`src/rtl/rca_pkg.sv`:
```
`timescale 1ns / 1ps
package rca_pkg;

	localparam int MAX_CHUNKS = 16;
	localparam int SLOT_W     = $clog2(MAX_CHUNKS);
	localparam int OFF_W      = 20;
	localparam int LEN_W      = 21;
	localparam int APB_AW     = 3;
	localparam int APB_DW     = 32;

	localparam logic [LEN_W-1:0] MAX_BUFFER_BYTES = LEN_W'(1048576);

	// register index within the APB map (address bit 2)
	localparam logic REG_BUFFER_SIZE = 1'b0;

	localparam logic CMD_ALLOC = 1'b0;
	localparam logic CMD_FREE  = 1'b1;

	typedef enum logic [2:0] {
		STAT_OK         = 3'd0,
		STAT_NO_SPACE   = 3'd1,
		STAT_BAD_LEN    = 3'd2,
		STAT_FULL       = 3'd3,
		STAT_BAD_HANDLE = 3'd4
	} status_t;

	typedef enum logic [2:0] {
		ST_IDLE,
		ST_EXEC,
		ST_WALK,
		ST_LOAD,
		ST_FIN
	} state_t;

	// configuration write event toward the controller
	typedef struct packed {
		logic             wr;
		logic [LEN_W-1:0] size;
	} cfg_t;

endpackage

```
`src/rtl/ring_chunk_allocator.sv`:
```
`timescale 1ns / 1ps
// Ring chunk allocator.
// Request channel (req_valid/req_stall): cmd selects allocate or free; length
// is the allocate size, handle the slot to free. A request is taken at an edge
// with req_valid high and req_stall low; req_stall is high while a request is
// in work, one at a time.
// Response channel (rsp_valid/rsp_stall): one response per request with status,
// offset, granted_handle and free_space (unallocated bytes after the request).
// The response sits in an output register; while rsp_stall is high it holds,
// the block finishes the current request and waits before loading the next.
// Steps: the request is latched at the request edge, EXEC decides it, FIN loads the
// output register. A free of the oldest chunk first scans the slot valid bits one
// per cycle (WALK) for the next outstanding chunk and then reads its offset from
// the slot store (LOAD). A new request is taken only after FIN.
// APB: buffer_size at address 0; a write clamps it to 1..1048576 and empties
// the ring. Write only while no request is in flight.
// Reset: buffer_size 1048576, ring empty, slot counters at zero, no response.
module ring_chunk_allocator
	import rca_pkg::*;
(
	input  logic              clk,
	input  logic              arst_n,
	input  logic              req_valid,
	output logic              req_stall,
	input  logic              cmd,
	input  logic [LEN_W-1:0]  length,
	input  logic [SLOT_W-1:0] handle,
	output logic              rsp_valid,
	input  logic              rsp_stall,
	output logic [2:0]        status,
	output logic [OFF_W-1:0]  offset,
	output logic [SLOT_W-1:0] granted_handle,
	output logic [LEN_W-1:0]  free_space,
	input  logic              psel,
	input  logic              penable,
	input  logic              pwrite,
	input  logic [APB_AW-1:0] paddr,
	input  logic [APB_DW-1:0] pwdata,
	output logic [APB_DW-1:0] prdata,
	output logic              pready
);

	cfg_t cfg;

	rca_cfg u_cfg (
		.clk     (clk),
		.arst_n  (arst_n),
		.psel    (psel),
		.penable (penable),
		.pwrite  (pwrite),
		.paddr   (paddr),
		.pwdata  (pwdata),
		.prdata  (prdata),
		.pready  (pready),
		.cfg     (cfg)
	);

	rca_ctrl u_ctrl (
		.clk            (clk),
		.arst_n         (arst_n),
		.cfg            (cfg),
		.req_valid      (req_valid),
		.req_stall      (req_stall),
		.cmd            (cmd),
		.length         (length),
		.handle         (handle),
		.rsp_valid      (rsp_valid),
		.rsp_stall      (rsp_stall),
		.status         (status),
		.offset         (offset),
		.granted_handle (granted_handle),
		.free_space     (free_space)
	);

endmodule

```
`src/rtl/rca_cfg.sv`:
```
`timescale 1ns / 1ps
module rca_cfg
	import rca_pkg::*;
(
	input  logic              clk,
	input  logic              arst_n,
	input  logic              psel,
	input  logic              penable,
	input  logic              pwrite,
	input  logic [APB_AW-1:0] paddr,
	input  logic [APB_DW-1:0] pwdata,
	output logic [APB_DW-1:0] prdata,
	output logic              pready,
	output cfg_t              cfg
);

	logic [LEN_W-1:0] size_q;
	logic [LEN_W-1:0] wval;
	logic             hit;

	assign pready = 1'b1;
	assign hit    = psel && penable && pwrite && (paddr[2] == REG_BUFFER_SIZE);

	// clamp written size to 1..MAX_BUFFER_BYTES
	always_comb begin
		wval = pwdata[LEN_W-1:0];
		if (wval == '0) begin
			wval = LEN_W'(1);
		end else if (wval > MAX_BUFFER_BYTES) begin
			wval = MAX_BUFFER_BYTES;
		end
	end

	always_ff @(posedge clk or negedge arst_n) begin
		if (!arst_n) begin
			size_q <= MAX_BUFFER_BYTES;
		end else if (hit) begin
			size_q <= wval;
		end
	end

	always_comb begin
		prdata = '0;
		if (paddr[2] == REG_BUFFER_SIZE) begin
			prdata = APB_DW'(size_q);
		end
	end

	assign cfg.wr   = hit;
	assign cfg.size = size_q;

endmodule

```
`src/rtl/rca_ctrl.sv`:
```
`timescale 1ns / 1ps
module rca_ctrl
	import rca_pkg::*;
(
	input  logic              clk,
	input  logic              arst_n,
	input  cfg_t              cfg,
	input  logic              req_valid,
	output logic              req_stall,
	input  logic              cmd,
	input  logic [LEN_W-1:0]  length,
	input  logic [SLOT_W-1:0] handle,
	output logic              rsp_valid,
	input  logic              rsp_stall,
	output logic [2:0]        status,
	output logic [OFF_W-1:0]  offset,
	output logic [SLOT_W-1:0] granted_handle,
	output logic [LEN_W-1:0]  free_space
);

	state_t state_q, state_d;

	// slot offset store, one read and one write port
	logic [OFF_W-1:0]  mem [MAX_CHUNKS];
	logic [OFF_W-1:0]  rdata_s1;
	logic [SLOT_W-1:0] raddr;
	logic              mem_we;

	logic [MAX_CHUNKS-1:0] valid_q;
	logic [SLOT_W-1:0]     oldest_q, next_q, k_q;
	logic [LEN_W-1:0]      ff_q;
	logic [OFF_W-1:0]      head_q;

	// latched request
	logic              cmd_q;
	logic [LEN_W-1:0]  len_q;
	logic [SLOT_W-1:0] hnd_q;

	// pending result
	status_t           st_q;
	logic [OFF_W-1:0]  off_q;
	logic [SLOT_W-1:0] gh_q;

	logic              rsp_valid_q;
	logic [2:0]        rsp_status_q;
	logic [OFF_W-1:0]  rsp_off_q;
	logic [SLOT_W-1:0] rsp_gh_q;
	logic [LEN_W-1:0]  rsp_space_q;

	logic              accept;
	logic              empty;
	logic              len_bad, full, fits;
	logic [OFF_W-1:0]  pos;
	logic [LEN_W-1:0]  head_ext;
	logic [SLOT_W-1:0] walk_idx;
	logic              walk_hit, walk_last;
	logic              fin_load;
	logic [LEN_W-1:0]  space;
	logic              alloc_ok, free_ok;

	assign accept    = req_valid && (state_q == ST_IDLE);
	assign req_stall = (state_q != ST_IDLE);
	assign empty     = !valid_q[oldest_q];
	assign head_ext  = LEN_W'(rdata_s1);
	assign walk_idx  = oldest_q + k_q;
	assign walk_hit  = valid_q[walk_idx];
	assign walk_last = (k_q == SLOT_W'(MAX_CHUNKS - 1));
	assign fin_load  = !rsp_valid_q || !rsp_stall;

	// the store is written only in EXEC and read for the next item after FIN,
	// so a read never overlaps a write of the same entry
	assign raddr = (state_q == ST_WALK) ? walk_idx : oldest_q;

	always_ff @(posedge clk) begin
		if (mem_we) begin
			mem[next_q] <= pos;
		end
		rdata_s1 <= mem[raddr];
	end

	// allocate placement
	always_comb begin
		len_bad = (len_q == '0) || (len_q > cfg.size);
		full    = valid_q[next_q];
		fits    = 1'b0;
		pos     = '0;
		if (empty) begin
			fits = 1'b1;
		end else if (ff_q <= head_ext) begin
			if (head_ext - ff_q >= len_q) begin
				fits = 1'b1;
				pos  = ff_q[OFF_W-1:0];
			end
		end else if (cfg.size - ff_q >= len_q) begin
			fits = 1'b1;
			pos  = ff_q[OFF_W-1:0];
		end else if (head_ext >= len_q) begin
			fits = 1'b1;
		end
	end

	assign alloc_ok = (state_q == ST_EXEC) && (cmd_q == CMD_ALLOC) && !len_bad && !full && fits;
	assign free_ok  = (state_q == ST_EXEC) && (cmd_q == CMD_FREE) && valid_q[hnd_q];
	assign mem_we   = alloc_ok;

	// unallocated bytes from the committed state
	always_comb begin
		if (empty) begin
			space = cfg.size;
		end else if (LEN_W'(head_q) >= ff_q) begin
			space = LEN_W'(head_q) - ff_q;
		end else begin
			space = cfg.size - ff_q + LEN_W'(head_q);
		end
	end

	// next state
	always_comb begin
		state_d = state_q;
		unique case (state_q)
			ST_IDLE: begin
				if (accept) begin
					state_d = ST_EXEC;
				end
			end
			ST_EXEC: begin
				if (free_ok && (hnd_q == oldest_q)) begin
					state_d = ST_WALK;
				end else begin
					state_d = ST_FIN;
				end
			end
			ST_WALK: begin
				if (walk_hit) begin
					state_d = ST_LOAD;
				end else if (walk_last) begin
					state_d = ST_FIN;
				end
			end
			ST_LOAD: state_d = ST_FIN;
			ST_FIN: begin
				if (fin_load) begin
					state_d = ST_IDLE;
				end
			end
			default: state_d = ST_IDLE;
		endcase
	end

	always_ff @(posedge clk or negedge arst_n) begin
		if (!arst_n) begin
			state_q <= ST_IDLE;
		end else begin
			state_q <= state_d;
		end
	end

	// ring control state
	always_ff @(posedge clk or negedge arst_n) begin
		if (!arst_n) begin
			valid_q  <= '0;
			oldest_q <= '0;
			next_q   <= '0;
			ff_q     <= '0;
		end else if (cfg.wr) begin
			valid_q  <= '0;
			ff_q     <= '0;
			oldest_q <= next_q;
		end else begin
			if (alloc_ok) begin
				valid_q[next_q] <= 1'b1;
				ff_q            <= LEN_W'({1'b0, pos} + len_q);
				next_q          <= next_q + 1'b1;
				if (empty) begin
					oldest_q <= next_q;
				end
			end
			if (free_ok) begin
				valid_q[hnd_q] <= 1'b0;
			end
			if (state_q == ST_WALK) begin
				if (walk_hit) begin
					oldest_q <= walk_idx;
				end else if (walk_last) begin
					oldest_q <= next_q;
				end
			end
		end
	end

	// request latch, walk counter, cached head offset, pending result
	always_ff @(posedge clk) begin
		if (accept) begin
			cmd_q <= cmd;
			len_q <= length;
			hnd_q <= handle;
		end
		if (state_q == ST_EXEC) begin
			k_q    <= SLOT_W'(1);
			head_q <= (alloc_ok && empty) ? pos : rdata_s1;
			off_q  <= '0;
			gh_q   <= '0;
			if (cmd_q == CMD_ALLOC) begin
				if (len_bad) begin
					st_q <= STAT_BAD_LEN;
				end else if (full) begin
					st_q <= STAT_FULL;
				end else if (!fits) begin
					st_q <= STAT_NO_SPACE;
				end else begin
					st_q  <= STAT_OK;
					off_q <= pos;
					gh_q  <= next_q;
				end
			end else begin
				st_q <= valid_q[hnd_q] ? STAT_OK : STAT_BAD_HANDLE;
			end
		end
		if (state_q == ST_WALK) begin
			k_q <= k_q + 1'b1;
		end
		if (state_q == ST_LOAD) begin
			head_q <= rdata_s1;
		end
	end

	// output register
	always_ff @(posedge clk or negedge arst_n) begin
		if (!arst_n) begin
			rsp_valid_q <= 1'b0;
		end else if ((state_q == ST_FIN) && fin_load) begin
			rsp_valid_q <= 1'b1;
		end else if (!rsp_stall) begin
			rsp_valid_q <= 1'b0;
		end
	end

	always_ff @(posedge clk) begin
		if ((state_q == ST_FIN) && fin_load) begin
			rsp_status_q <= st_q;
			rsp_off_q    <= off_q;
			rsp_gh_q     <= gh_q;
			rsp_space_q  <= space;
		end
	end

	assign rsp_valid      = rsp_valid_q;
	assign status         = rsp_status_q;
	assign offset         = rsp_off_q;
	assign granted_handle = rsp_gh_q;
	assign free_space     = rsp_space_q;

endmodule
```
`config.mk`:
```
export PLATFORM = sky130hd
export DESIGN_NAME = ring_chunk_allocator
export DESIGN_NICKNAME = d
export VERILOG_FILES = /design/src/rtl/rca_pkg.sv /design/src/rtl/ring_chunk_allocator.sv /design/src/rtl/rca_cfg.sv /design/src/rtl/rca_ctrl.sv
export SDC_FILE = /design/constraint.sdc
export NUM_CORES = 1
export LEC_CHECK = 0
export BUFFER_PORTS_ARGS = -buffer_cell sky130_fd_sc_hd__buf_2
export CORE_MARGIN = 2
export CORE_UTILIZATION = 35
export CTS_CLUSTER_DIAMETER = 30
export CTS_CLUSTER_SIZE = 12
export DETAILED_ROUTE_END_ITERATION = 10
export GPL_ROUTABILITY_DRIVEN = 1
export GPL_TIMING_DRIVEN = 0
export HOLD_SLACK_MARGIN = 0.12
export PLACE_DENSITY = 0.62
export SETUP_SLACK_MARGIN = 0.4
export SLEW_MARGIN = 30
export SYNTH_ARGS = -nofsm -noshare
export SYNTH_HDL_FRONTEND = slang
export SYNTH_SLANG_ARGS = --single-unit
```
`constraint.sdc`:
```
create_clock -name clk -period 8.15 [get_ports clk]
set_clock_uncertainty 0.05 [all_clocks]
set_input_delay 2.0375 -clock clk [delete_from_list [all_inputs] [get_ports clk]]
set_output_delay 2.0375 -clock clk [all_outputs]
set_load 0.03 [all_outputs]
```
Word-level counts from Yosys, hierarchy flattened
Memory sizes are Yosys's and may differ from the RTL's. A register that Yosys moved wholly into a read port is not among the register bits.
Index checks and enable logic that the tools add are counted.
{"block": "totals", "input_bits": 68, "output_inout_bits": 83, "reg_bits": 195, "mem_bits_rw": 320, "elab_cells": 149, "mem_count": 1}
{"block": "classes", "n_mux": 59, "eq_ne": 10, "addsub": 8, "order_cmp": 13, "reduce_logical": 32, "bitwise_logic": 7}
{"name": "u_ctrl.mem", "depth": 16, "word_bits": 20, "rd": 1, "rd_ports_with_merged_regs": 1, "write_ports": 1, "line": "rca_ctrl.sv:24", "rtl": "logic [OFF_W-1:0] mem [MAX_CHUNKS];"}
{"cell": "21-bit 2-to-1 mux", "n": 7}
{"cell": "20-bit 2-to-1 mux", "n": 7}
{"cell": "16-bit 2-to-1 mux", "n": 4}
{"cell": "20-bit by 21-bit >= comparator with 1-bit output", "n": 2}
{"cell": "21-bit >= comparator", "n": 2}
{"cell": "21-bit zero test", "n": 2}
{"cell": "20-bit by 21-bit subtractor with 21-bit output", "n": 2}
{"cell": "4-bit 2-to-1 mux", "n": 9}
{"cell": "3-bit 2-to-1 mux", "n": 9}
{"cell": "20-bit by 21-bit adder with 21-bit output", "n": 1}
{"cell": "21-bit by 20-bit adder with 21-bit output", "n": 1}
{"cell": "21-bit > comparator", "n": 1}
{"cell": "21-bit > comparator, second input constant", "n": 1}
{"cell": "21-bit by 20-bit <= comparator with 1-bit output", "n": 1}
{"cell": "21-bit subtractor", "n": 1}
{"cell": "4-bit by 5-bit < comparator with 1-bit output, second input constant", "n": 4}
{"cell": "16-bit bitwise AND", "n": 1}
{"cell": "1-bit binary-select mux with 4-bit select", "n": 4}
{"cell": "1-bit 2-to-1 mux", "n": 16}
{"cell": "16-bit NOT", "n": 1}
{"cell": "16-bit bitwise OR", "n": 1}
{"cell": "1-bit logical AND", "n": 15}
{"cell": "3-bit case mux with 5 select lines", "n": 1}
{"cell": "4-bit by 1-bit adder with 4-bit output, second input constant", "n": 2}
{"cell": "19 further kinds", "n": 34}

Logic depth before layout (Yosys ltp)
Gate-level depths: netlist of run 1.
{"block": "logic_depth", "word_depth": 11, "ltp_mapped": 34, "ltp_nobuf": 33}

Cells and area by module
From an unflattened synthesis of run 1, not the netlist that was laid out.
{"block": "unflattened", "hier_cells": 2222, "hier_area_um2": 28476.1}
{"module": "rca_ctrl", "cells_per_inst": 2085, "seq_area_each_um2": 14989.4, "instances": 1, "area_each_um2": 27289.9}
{"module": "rca_cfg", "cells_per_inst": 137, "seq_area_each_um2": 526.8, "instances": 1, "area_each_um2": 1186.1}

Worst setup path before layout of run 1
Ideal clock, no wire load.
{"block": "synth_timing", "path_type": "register to register", "startpoint": "reg u_ctrl.ff_q[1]", "endpoint": "reg u_ctrl.ff_q[18]", "setup_ns": 0.119, "path_slack_ns": 1.292, "stages_incl_launch_ff": 34, "required_ns": 7.981, "t_arrival_ns": 6.690, "path_buffers": 2, "period_less_slack_ns": 6.858, "path_cell_list": "dfrtp_1 inv_1 ha_1 nor2b_1 o31a_1 o21ai_0 a21boi_0 o21ai_0 a21oi_1 o21a_1 or4b_2 nand3_1 ha_1 nand4_1 nor4_1 nor4_1 nor3_1 a2111oi_0 o211ai_2 o21ai_2 nand2b_4 buf_6 buf_2 nor2_1 fa_1 a21oi_1 o2111ai_1 a31oi_1 o21ai_0 a41oi_1 nand2b_1 xnor2_1 nor3_1 o21a_1"}
{"block": "synth_between", "elab_chain_len": 8, "word_cells_on_any_way": 18, "classes_between": "add/sub (3); order compare (3); mux (10); reduce/logical (2)"}
{"item": "start: declaration", "line": "rca_ctrl.sv:31", "rtl": "logic [LEN_W-1:0] ff_q;"}
{"item": "start signal: assignment", "line": "rca_ctrl.sv:172", "rtl": "ff_q <= LEN_W'({1'b0, pos} + len_q);"}
{"item": "21-bit subtractor or 20-bit by 21-bit subtractor with 21-bit output (tied branches)", "line": "rca_ctrl.sv:94, rca_ctrl.sv:90"}
{"item": "21-bit >= comparator (on tied branches)", "line": "rca_ctrl.sv:94, rca_ctrl.sv:90"}
{"item": "20-bit 2-to-1 mux (on tied branches)", "line": "rca_ctrl.sv:94, rca_ctrl.sv:90"}
{"item": "20-bit 2-to-1 mux *", "line": "rca_ctrl.sv:89", "rtl": "end else if (ff_q <= head_ext) begin"}
{"item": "20-bit 2-to-1 mux *", "line": "rca_ctrl.sv:87", "rtl": "if (empty) begin"}
{"item": "named net u_ctrl.pos[1]", "line": "rca_ctrl.sv:53", "rtl": "logic [OFF_W-1:0] pos;"}
{"item": "20-bit by 21-bit adder with 21-bit output *", "line": "rca_ctrl.sv:172"}
{"item": "21-bit 2-to-1 mux *", "line": "rca_ctrl.sv:170", "rtl": "if (alloc_ok) begin"}
{"item": "21-bit 2-to-1 mux *", "line": "rca_ctrl.sv:165", "rtl": "end else if (cfg.wr) begin"}
The timed path passes the listed nets; every way through them passes the cells marked *. The select of a mux whose other input is x is not followed.
A chain may end at the register's enable or synchronous reset.

Worst setup path after layout of run 1
{"block": "layout_timing", "startpoint": "reg u_ctrl.ff_q[2]", "endpoint": "reg u_ctrl.ff_q[18]"}
The elaborated chain is that of the path after synthesis.

==> results of run 1 <==
kinds of logic (layout without fill, tap and decap cells):
| family | after synthesis | after routing | synth area share (%) |
|---|---|---|---|
| buffers and inverters | 201 | 572 | 3.127 |
| muxes | 148 | 148 | 9.635 |
| adders and majority gates | 198 | 198 | 8.946 |
| and+or+nand+nor | 547 | 547 | 10.01 |
| AOI/OAI and AO/OA | 468 | 468 | 10.62 |
| DFF | 535 | 535 | 55.09 |
| xor gates and xnor gates | 82 | 82 | 2.550 |
| other | 2 | 13 | 0.02666 |
how the worst max path moves through the flow:
stage / from / endpoint / slack (ps) / depth (start not counted)
final: u_ctrl.ff_q[2] / u_ctrl.ff_q[18] / 670 / 30
after global routing: u_ctrl.ff_q[11] / u_ctrl.ff_q[20] / 390 / 31
after CTS: u_ctrl.ff_q[2] / u_ctrl.ff_q[18] / 430 / 33
after detailed placement: u_ctrl.ff_q[1] / u_ctrl.ff_q[18] / -1430 / 33
after global placement: u_ctrl.ff_q[1] / u_ctrl.ff_q[18] / -1200 / 33
after floorplan: u_ctrl.ff_q[1] / u_ctrl.ff_q[18] / 1290 / 33
flip-flops by register name (all words and copies together) (netlist names), 16 cells and up:
register	cells
u_ctrl.rdata_s1	20
u_ctrl.off_q	20
u_ctrl.len_q	21
u_ctrl.mem	320
u_ctrl.valid_q	16
u_ctrl.ff_q	21
u_ctrl.offset	20
u_ctrl.head_q	20
u_cfg.size_q	21
u_ctrl.free_space	21
cell type report:
type                    instances  area [um2]
diodes                          1       2.502
plain buffers                  99       506.7
clock buffers                 123        2788
clock inverters                76        1046
fillers                      7266       45290
inverters                     102       394.1
multi-input cells            1455       12170
flip-flops and latches        535       15520
well taps                    1060        1326
repair buffers                172        1120
power by group through the flow:
stage,clock network (uW),registers [uW],logic [uW]
after CTS,4630,3810,7940
final,4570,3820,8070
after global placement,0,3870,7500
after floorplan,0,3860,5500
after detailed placement,0,3870,7740
after global routing,4750,3850,8800
through the flow:
| stage | utilization (%) | setup TNS (ps) | hold WS (ps) | power (uW) | worst slack, ps |
|---|---|---|---|---|---|
| detailed placement | 38.27 | -8507 | 356.1 | 11610 | -1429 |
| global placement | 37.62 | -157350 | 357.8 | 11370 | -1200 |
| global route | 43.50 | 0 | 358.6 | 17400 | 393.8 |
| floorplan | - | 0 | 350.3 | 9364 | 1292 |
| CTS | 43.32 | 0 | 345.0 | 16380 | 430.4 |
| finish | 43.50 | 0 | 339.7 | 16470 | 667.6 |
cell usage after synthesis, drive strengths merged (34+ instances only):
master    n  area, um2
mux2i    48      484.2
buf      41      279.0
mux4     98       2207
a21oi   132      664.4
ha      191       2390
dfrtp    69       1727
clkbuf   58      219.0
nor3     59      295.3
edfxtp  445      13360
o21ai   120      604.3
a21o     47      352.8
nand3    51      255.2
nor4     34      284.0
inv     101      379.1
nand2    94      352.8
nor2    139      521.8
nor2b    69      431.7
xnor2    57      499.2
per-layer routing:
layer	track usage (%)	vias up	wire length, um
li1	-	9006	-
met1	25.51	9796	34850
met2	34.21	664	41110
met3	3.106	139	4564
met4	7.345	0	2710
met5	0	-	0
timing repair:
action	in CTS	in global routing
cloned	0	0
resized for setup	43	18
setup endpoints to repair	18	8
pin swaps	6	7
buffers inserted	7	8
hold buffers	0	0
==> results.toml, run 1 <==
[synth]
synth_edf_count = 445
syn_inst = 2181
synth-async-reset-ratio_pct = 13.08
avgSynthCellArea_um2 = 12.91
ys.flop_type = "edfxtp_1"
yosys_warnings = 0
ys_seq_area_share_pct = 55.09
syn-cell-area_um2 = 28170
synth_seq_cells = 535
ys_types = 83

[layout]
design_area_um2 = 34870
final_cell_mix = "edfxtp_1 (445), ha_1 (191), buf_2 (138), a21oi_1 (126), nor2_1 (119)"
final_common_cell = "edfxtp_1"
area_growth_pct = 23.80
final_nets = 2736
final_cells = 3623
drive_above_1_share_pct = 22.99

[critical_path]
cp_data_required_time_ps = 8610
worstReg2RegEnd = "u_ctrl.ff_q[18]"
rrSetupSlack_ps = 670
cpPeakStageDelay_ps = 960
cp_slowest_cell = "a2111oi_0"
worstReg2RegStart = "u_ctrl.ff_q[2]"
crit_family = "compound AO/OA/AOI/OAI gates"
worstPathArrival_ps = 7950
startpoint_type = "flip-flop"
cp_num_buf_inv = 4
crit_fanout = 10
critPathKind = "reg -> reg"
r2r_cells = 30
end_kind = "flip-flop"

[hold_path]
min_to = "u_ctrl.offset[2]"
worstHoldPathCells = 0
hold_path_class = "reg -> reg"
worstHoldStart = "u_ctrl.off_q[2]"

[drt]
drt_drc_violations_left = 0
wl_mm = 83.23
drtAntennaViolNets = 0
drt_iter0_drc = 1552
via_per_inst = 5.411
wl_per_cell_um = 22.97
route.vias.total = 19610
drtPass1Iterations = 6

[sta]
min_period_over_period_pct = 91.81
worst_slew_pin_slew_ps = 1083
hold_viol = 0
fin_crit_ps = 7482
report.final.slew_viol_count = 0
setup_viol = 0
rsz0062_at_grt = "no"
max_freq_mhz = 133.6
relSlewSlack_pct = 25.91

[placed_design]
numPortBuffers = 125
place_congestion = 0.9741
dpl.hpwl_mm = 62.99
placed_area_um2 = 30670
dp.cells = 3408

[pwr]
powerDensity_nw_per_um2 = 472.2
cellLeakagePower_uw = 0.01334
sw_frac_of_total_pct = 40.81
p_sw_uw = 6719
internal-power_uw = 9746
peakVddDrop_uv = 201.5
clockPowerShare_pct = 27.7
power_frac_comb_pct = 49.0
p_seq_share_pct = 23.2

[floorplan]
die_w_um = 287.7
ios = 151
dieArea_um2 = 82760
core_um2 = 80160
start_util_pct = 35.14
die_y_um = 287.7
std_cell_rows = 104

[run_status]
status = "finished clean"

[clock_network]
numCtsBuffers = 106
cts_tree = "yes"
clk_pin_slew_worst_paths_ps = 50
clockBufferDepth = 3
numClockSinks = 535
root_buffer = "clkbuf_16"
htree_levels = 3
clock_latency_ps = 670

[global_routing]
grt_use_total_pct = 19.97
globalRouteOverflowTotal = 0
grt_pass1_wl_mm = 123.9
grt_max_degree = 60
grt_pass1_vias = 20280
antenna_found_initial = 2

[job]
drv_cap = 0
Note: power is estimated with default switching activity, not from simulation.
==> run 2: changes to the inputs <==
--- a/config.mk
+++ b/config.mk
@@ -19,4 +19,5 @@
 export SLEW_MARGIN = 30
 export SYNTH_ARGS = -nofsm -noshare
 export SYNTH_HDL_FRONTEND = slang
+export SYNTH_HIERARCHICAL = 1
 export SYNTH_SLANG_ARGS = --single-unit
==> run 2 against run 1 <==
Effect of this change:
- worst hold slack improved by 26 ps
- largest cell class unchanged
- critical endpoint is now u_ctrl/ff_q[12]
- die area rose by 1.1%
- setup slack got worse by 44 ps
==> results.toml, run 2 <==
[pwr]
p_sw_uw = 5646
internal-power_uw = 8439
cellLeakagePower_uw = 0.01338
p_seq_share_pct = 26.7
sw_frac_of_total_pct = 40.08
power_frac_comb_pct = 45.7
peakVddDrop_uv = 231.4
powerDensity_nw_per_um2 = 408.8
clockPowerShare_pct = 27.6

[job]
drv_cap = 0

[layout]
largest_register_ffs = 320
final_cells = 3640
antenna_cells = 0
final_common_cell = "edfxtp_1"
design_area_um2 = 34460
area_growth_pct = 21.01
top_register = "u_ctrl/mem"
final_cell_mix = "edfxtp_1 (445), ha_1 (190), buf_2 (149), a21oi_1 (124), inv_1 (110)"
final_nets = 2769
drive_above_1_share_pct = 21.59

[placed_design]
dpl.hpwl_mm = 62.70
post-place-ws_ps = -1105
placed_area_um2 = 31020
numPortBuffers = 125
place_congestion = 0.9230
dp.cells = 3464

[critical_path]
startpoint_type = "flip-flop"
cp_slowest_cell = "o41ai_1"
end_kind = "flip-flop"
critPathKind = "reg -> reg"
cp_data_required_time_ps = 8650
crit_top_cell = "a21oi_1"
crit_fanout = 17
worstPathArrival_ps = 8030
rrSetupSlack_ps = 620
cpPeakStageDelay_ps = 730

[clock_network]
clockBufferDepth = 3
cts_tree = "yes"
root_buffer = "clkbuf_16"
holdBufCountCts = 0
numClockSinks = 535
clock_latency_ps = 650
htree_levels = 3
clk_pin_slew_worst_paths_ps = 50
numCtsBuffers = 90

[floorplan]
ios = 151
start_util_pct = 35.35
core_um2 = 80550
die_w_um = 289.2
dieArea_um2 = 83660
std_cell_rows = 104
die_y_um = 289.2

[sta]
max_freq_mhz = 132.9
setup_viol = 0
fin_tns_setup_ps = 0
relSlewSlack_pct = 41.00
fin_crit_ps = 7527
min_period_over_period_pct = 92.35
setup_slack_ps = 623.2
hold_viol = 0
worst_slew_pin_slew_ps = 860.4
rsz0062_at_grt = "no"
holdWs_ps = 365.6
report.final.slew_viol_count = 0

[global_routing]
antenna_found_initial = 2
grt_pass1_vias = 20250
grt_max_degree = 50
grt_use_total_pct = 19.43
globalRouteOverflowTotal = 0
grt_pass1_wl_mm = 122.2

[drt]
route.vias.total = 19970
drtAntennaViolNets = 0
via_per_inst = 5.485
wl_per_cell_um = 22.51
drt_iter0_drc = 1488
wl_mm = 81.93
drt_drc_violations_left = 0
drtPass1Iterations = 6

[synth]
avgSynthCellArea_um2 = 12.82
yosysTopAreaCellShare_pct = 46.93
synth_area_leaders = "edfxtp_1 (47%), ha_1 (8.4%), mux4_2 (7.8%), dfrtp_1 (6.1%), a21oi_1 (2.2%)"
synth_seq_cells = 535
netlist_top_cells_count = "edfxtp_1 (445), ha_1 (191), a21oi_1 (128)"
synth-async-reset-ratio_pct = 13.08
synth.most_common_cell = "edfxtp_1"
yosys_warnings = 6
synth_edf_count = 445
synth_top_cell_by_area = "edfxtp_1"
syn_inst = 2222
ys_seq_area_share_pct = 54.49
ys.flop_type = "edfxtp_1"
ys_types = 83
syn-cell-area_um2 = 28480

[run_status]
status = "finished clean"

[hold_path]
hold_path_class = "reg -> reg"
[run 2: changes by cell type in the layout (fill, tap and decap cells not counted), sizes merged, moves of 11 or more]
cell    previous run  this run
buf              212       223
nor4              34        22
a31oi              7        20
nand2             94       106
nor2             139        93
and3              19        35
nor2b             69        80
nand2b            17        33
and2               8        23
o21ai            120       107
inv              107       126
a21o              47        66
clkbuf           182       152
[run 2: worst max-delay path, delay by kind of cell, from the launching register on]
kind | cells | cell delay (ps)
flip-flops | 1 | 490
AND/OR/NAND/NOR | 6 | 1530
buffers and inverters | 2 | 340
adder cells (fa/ha/maj) | 3 | 1040
AO/OA/AOI/OAI | 18 | 3980
[run 2: worst paths after layout]
kind	from	end	depth (start not counted)
worst min-delay path	u_ctrl/off_q[0]	u_ctrl/offset[0]	0
worst max register to register	u_ctrl/ff_q[2]	u_ctrl/ff_q[12]	29
worst max-delay path	u_ctrl/ff_q[2]	u_ctrl/ff_q[12]	29
max in group asynchronous	arst_n	u_ctrl/valid_q[11]	2
worst min register to register	u_ctrl/off_q[0]	u_ctrl/offset[0]	0
min in group asynchronous	arst_n	u_cfg/size_q[1]	1
[run 2: area by class of cell]
| class | count | area, um2 |
|---|---|---|
| fill | 7307 | 46090 |
| sequential | 535 | 15520 |
| multi-input combinational | 1484 | 12400 |
| clock buffer | 94 | 2267 |
| tap | 1060 | 1326 |
| timing repair buffer | 180 | 1110 |
| clock inverter | 74 | 930.9 |
| buffer | 101 | 481.7 |
| inverter | 112 | 420.4 |
[run 2: layer usage]
metal / wire [um] / share of wire [%] / global-route usage, %
met1: 33620 / 41 / 24.22
met2: 39870 / 49 / 33.34
met3: 5300 / 6.5 / 3.937
met4: 3134 / 3.8 / 7.088
met5: 0 / 0 / 0
[run 2: timing repair]
item                                    in CTS  in global routing
resized for setup                           38                 27
pin swaps                                    0                  5
cloned                                       0                  0
setup buffers                                3                  5
endpoints found under the setup margin      38                 11
endpoints found under the hold margin        0                  0
[run 2: power groups by stage]
stage                     registers, uW  logic, uW  clock network, uW
after detailed placement           3800       6210                  0
after floorplan                    3720       4440                  0
after global routing               3780       7060               4080
after global placement             3810       6020                  0
after CTS                          3760       6280               3950
final                              3760       6440               3890
[run 2: cells by family after synthesis]
| group | count (synthesis) | synth area share (%) |
|---|---|---|
| fa+ha+maj | 197 | 8.814 |
| compound gates | 481 | 10.96 |
| other cells | 2 | 0.02637 |
| simple gates | 565 | 10.54 |
| buf+inv | 213 | 3.150 |
| xor+xnor | 84 | 2.584 |
| flops | 535 | 54.49 |
| mux | 145 | 9.438 |
[run 2: through the flow]
step / total power, uW / util, %
2_1_floorplan: 8156 / -
3_3_place_gp: 9829 / 37.82
3_5_place_dp: 10020 / 38.51
4_1_cts: 13990 / 42.59
5_1_grt: 14920 / 42.78
6_report: 14090 / 42.78
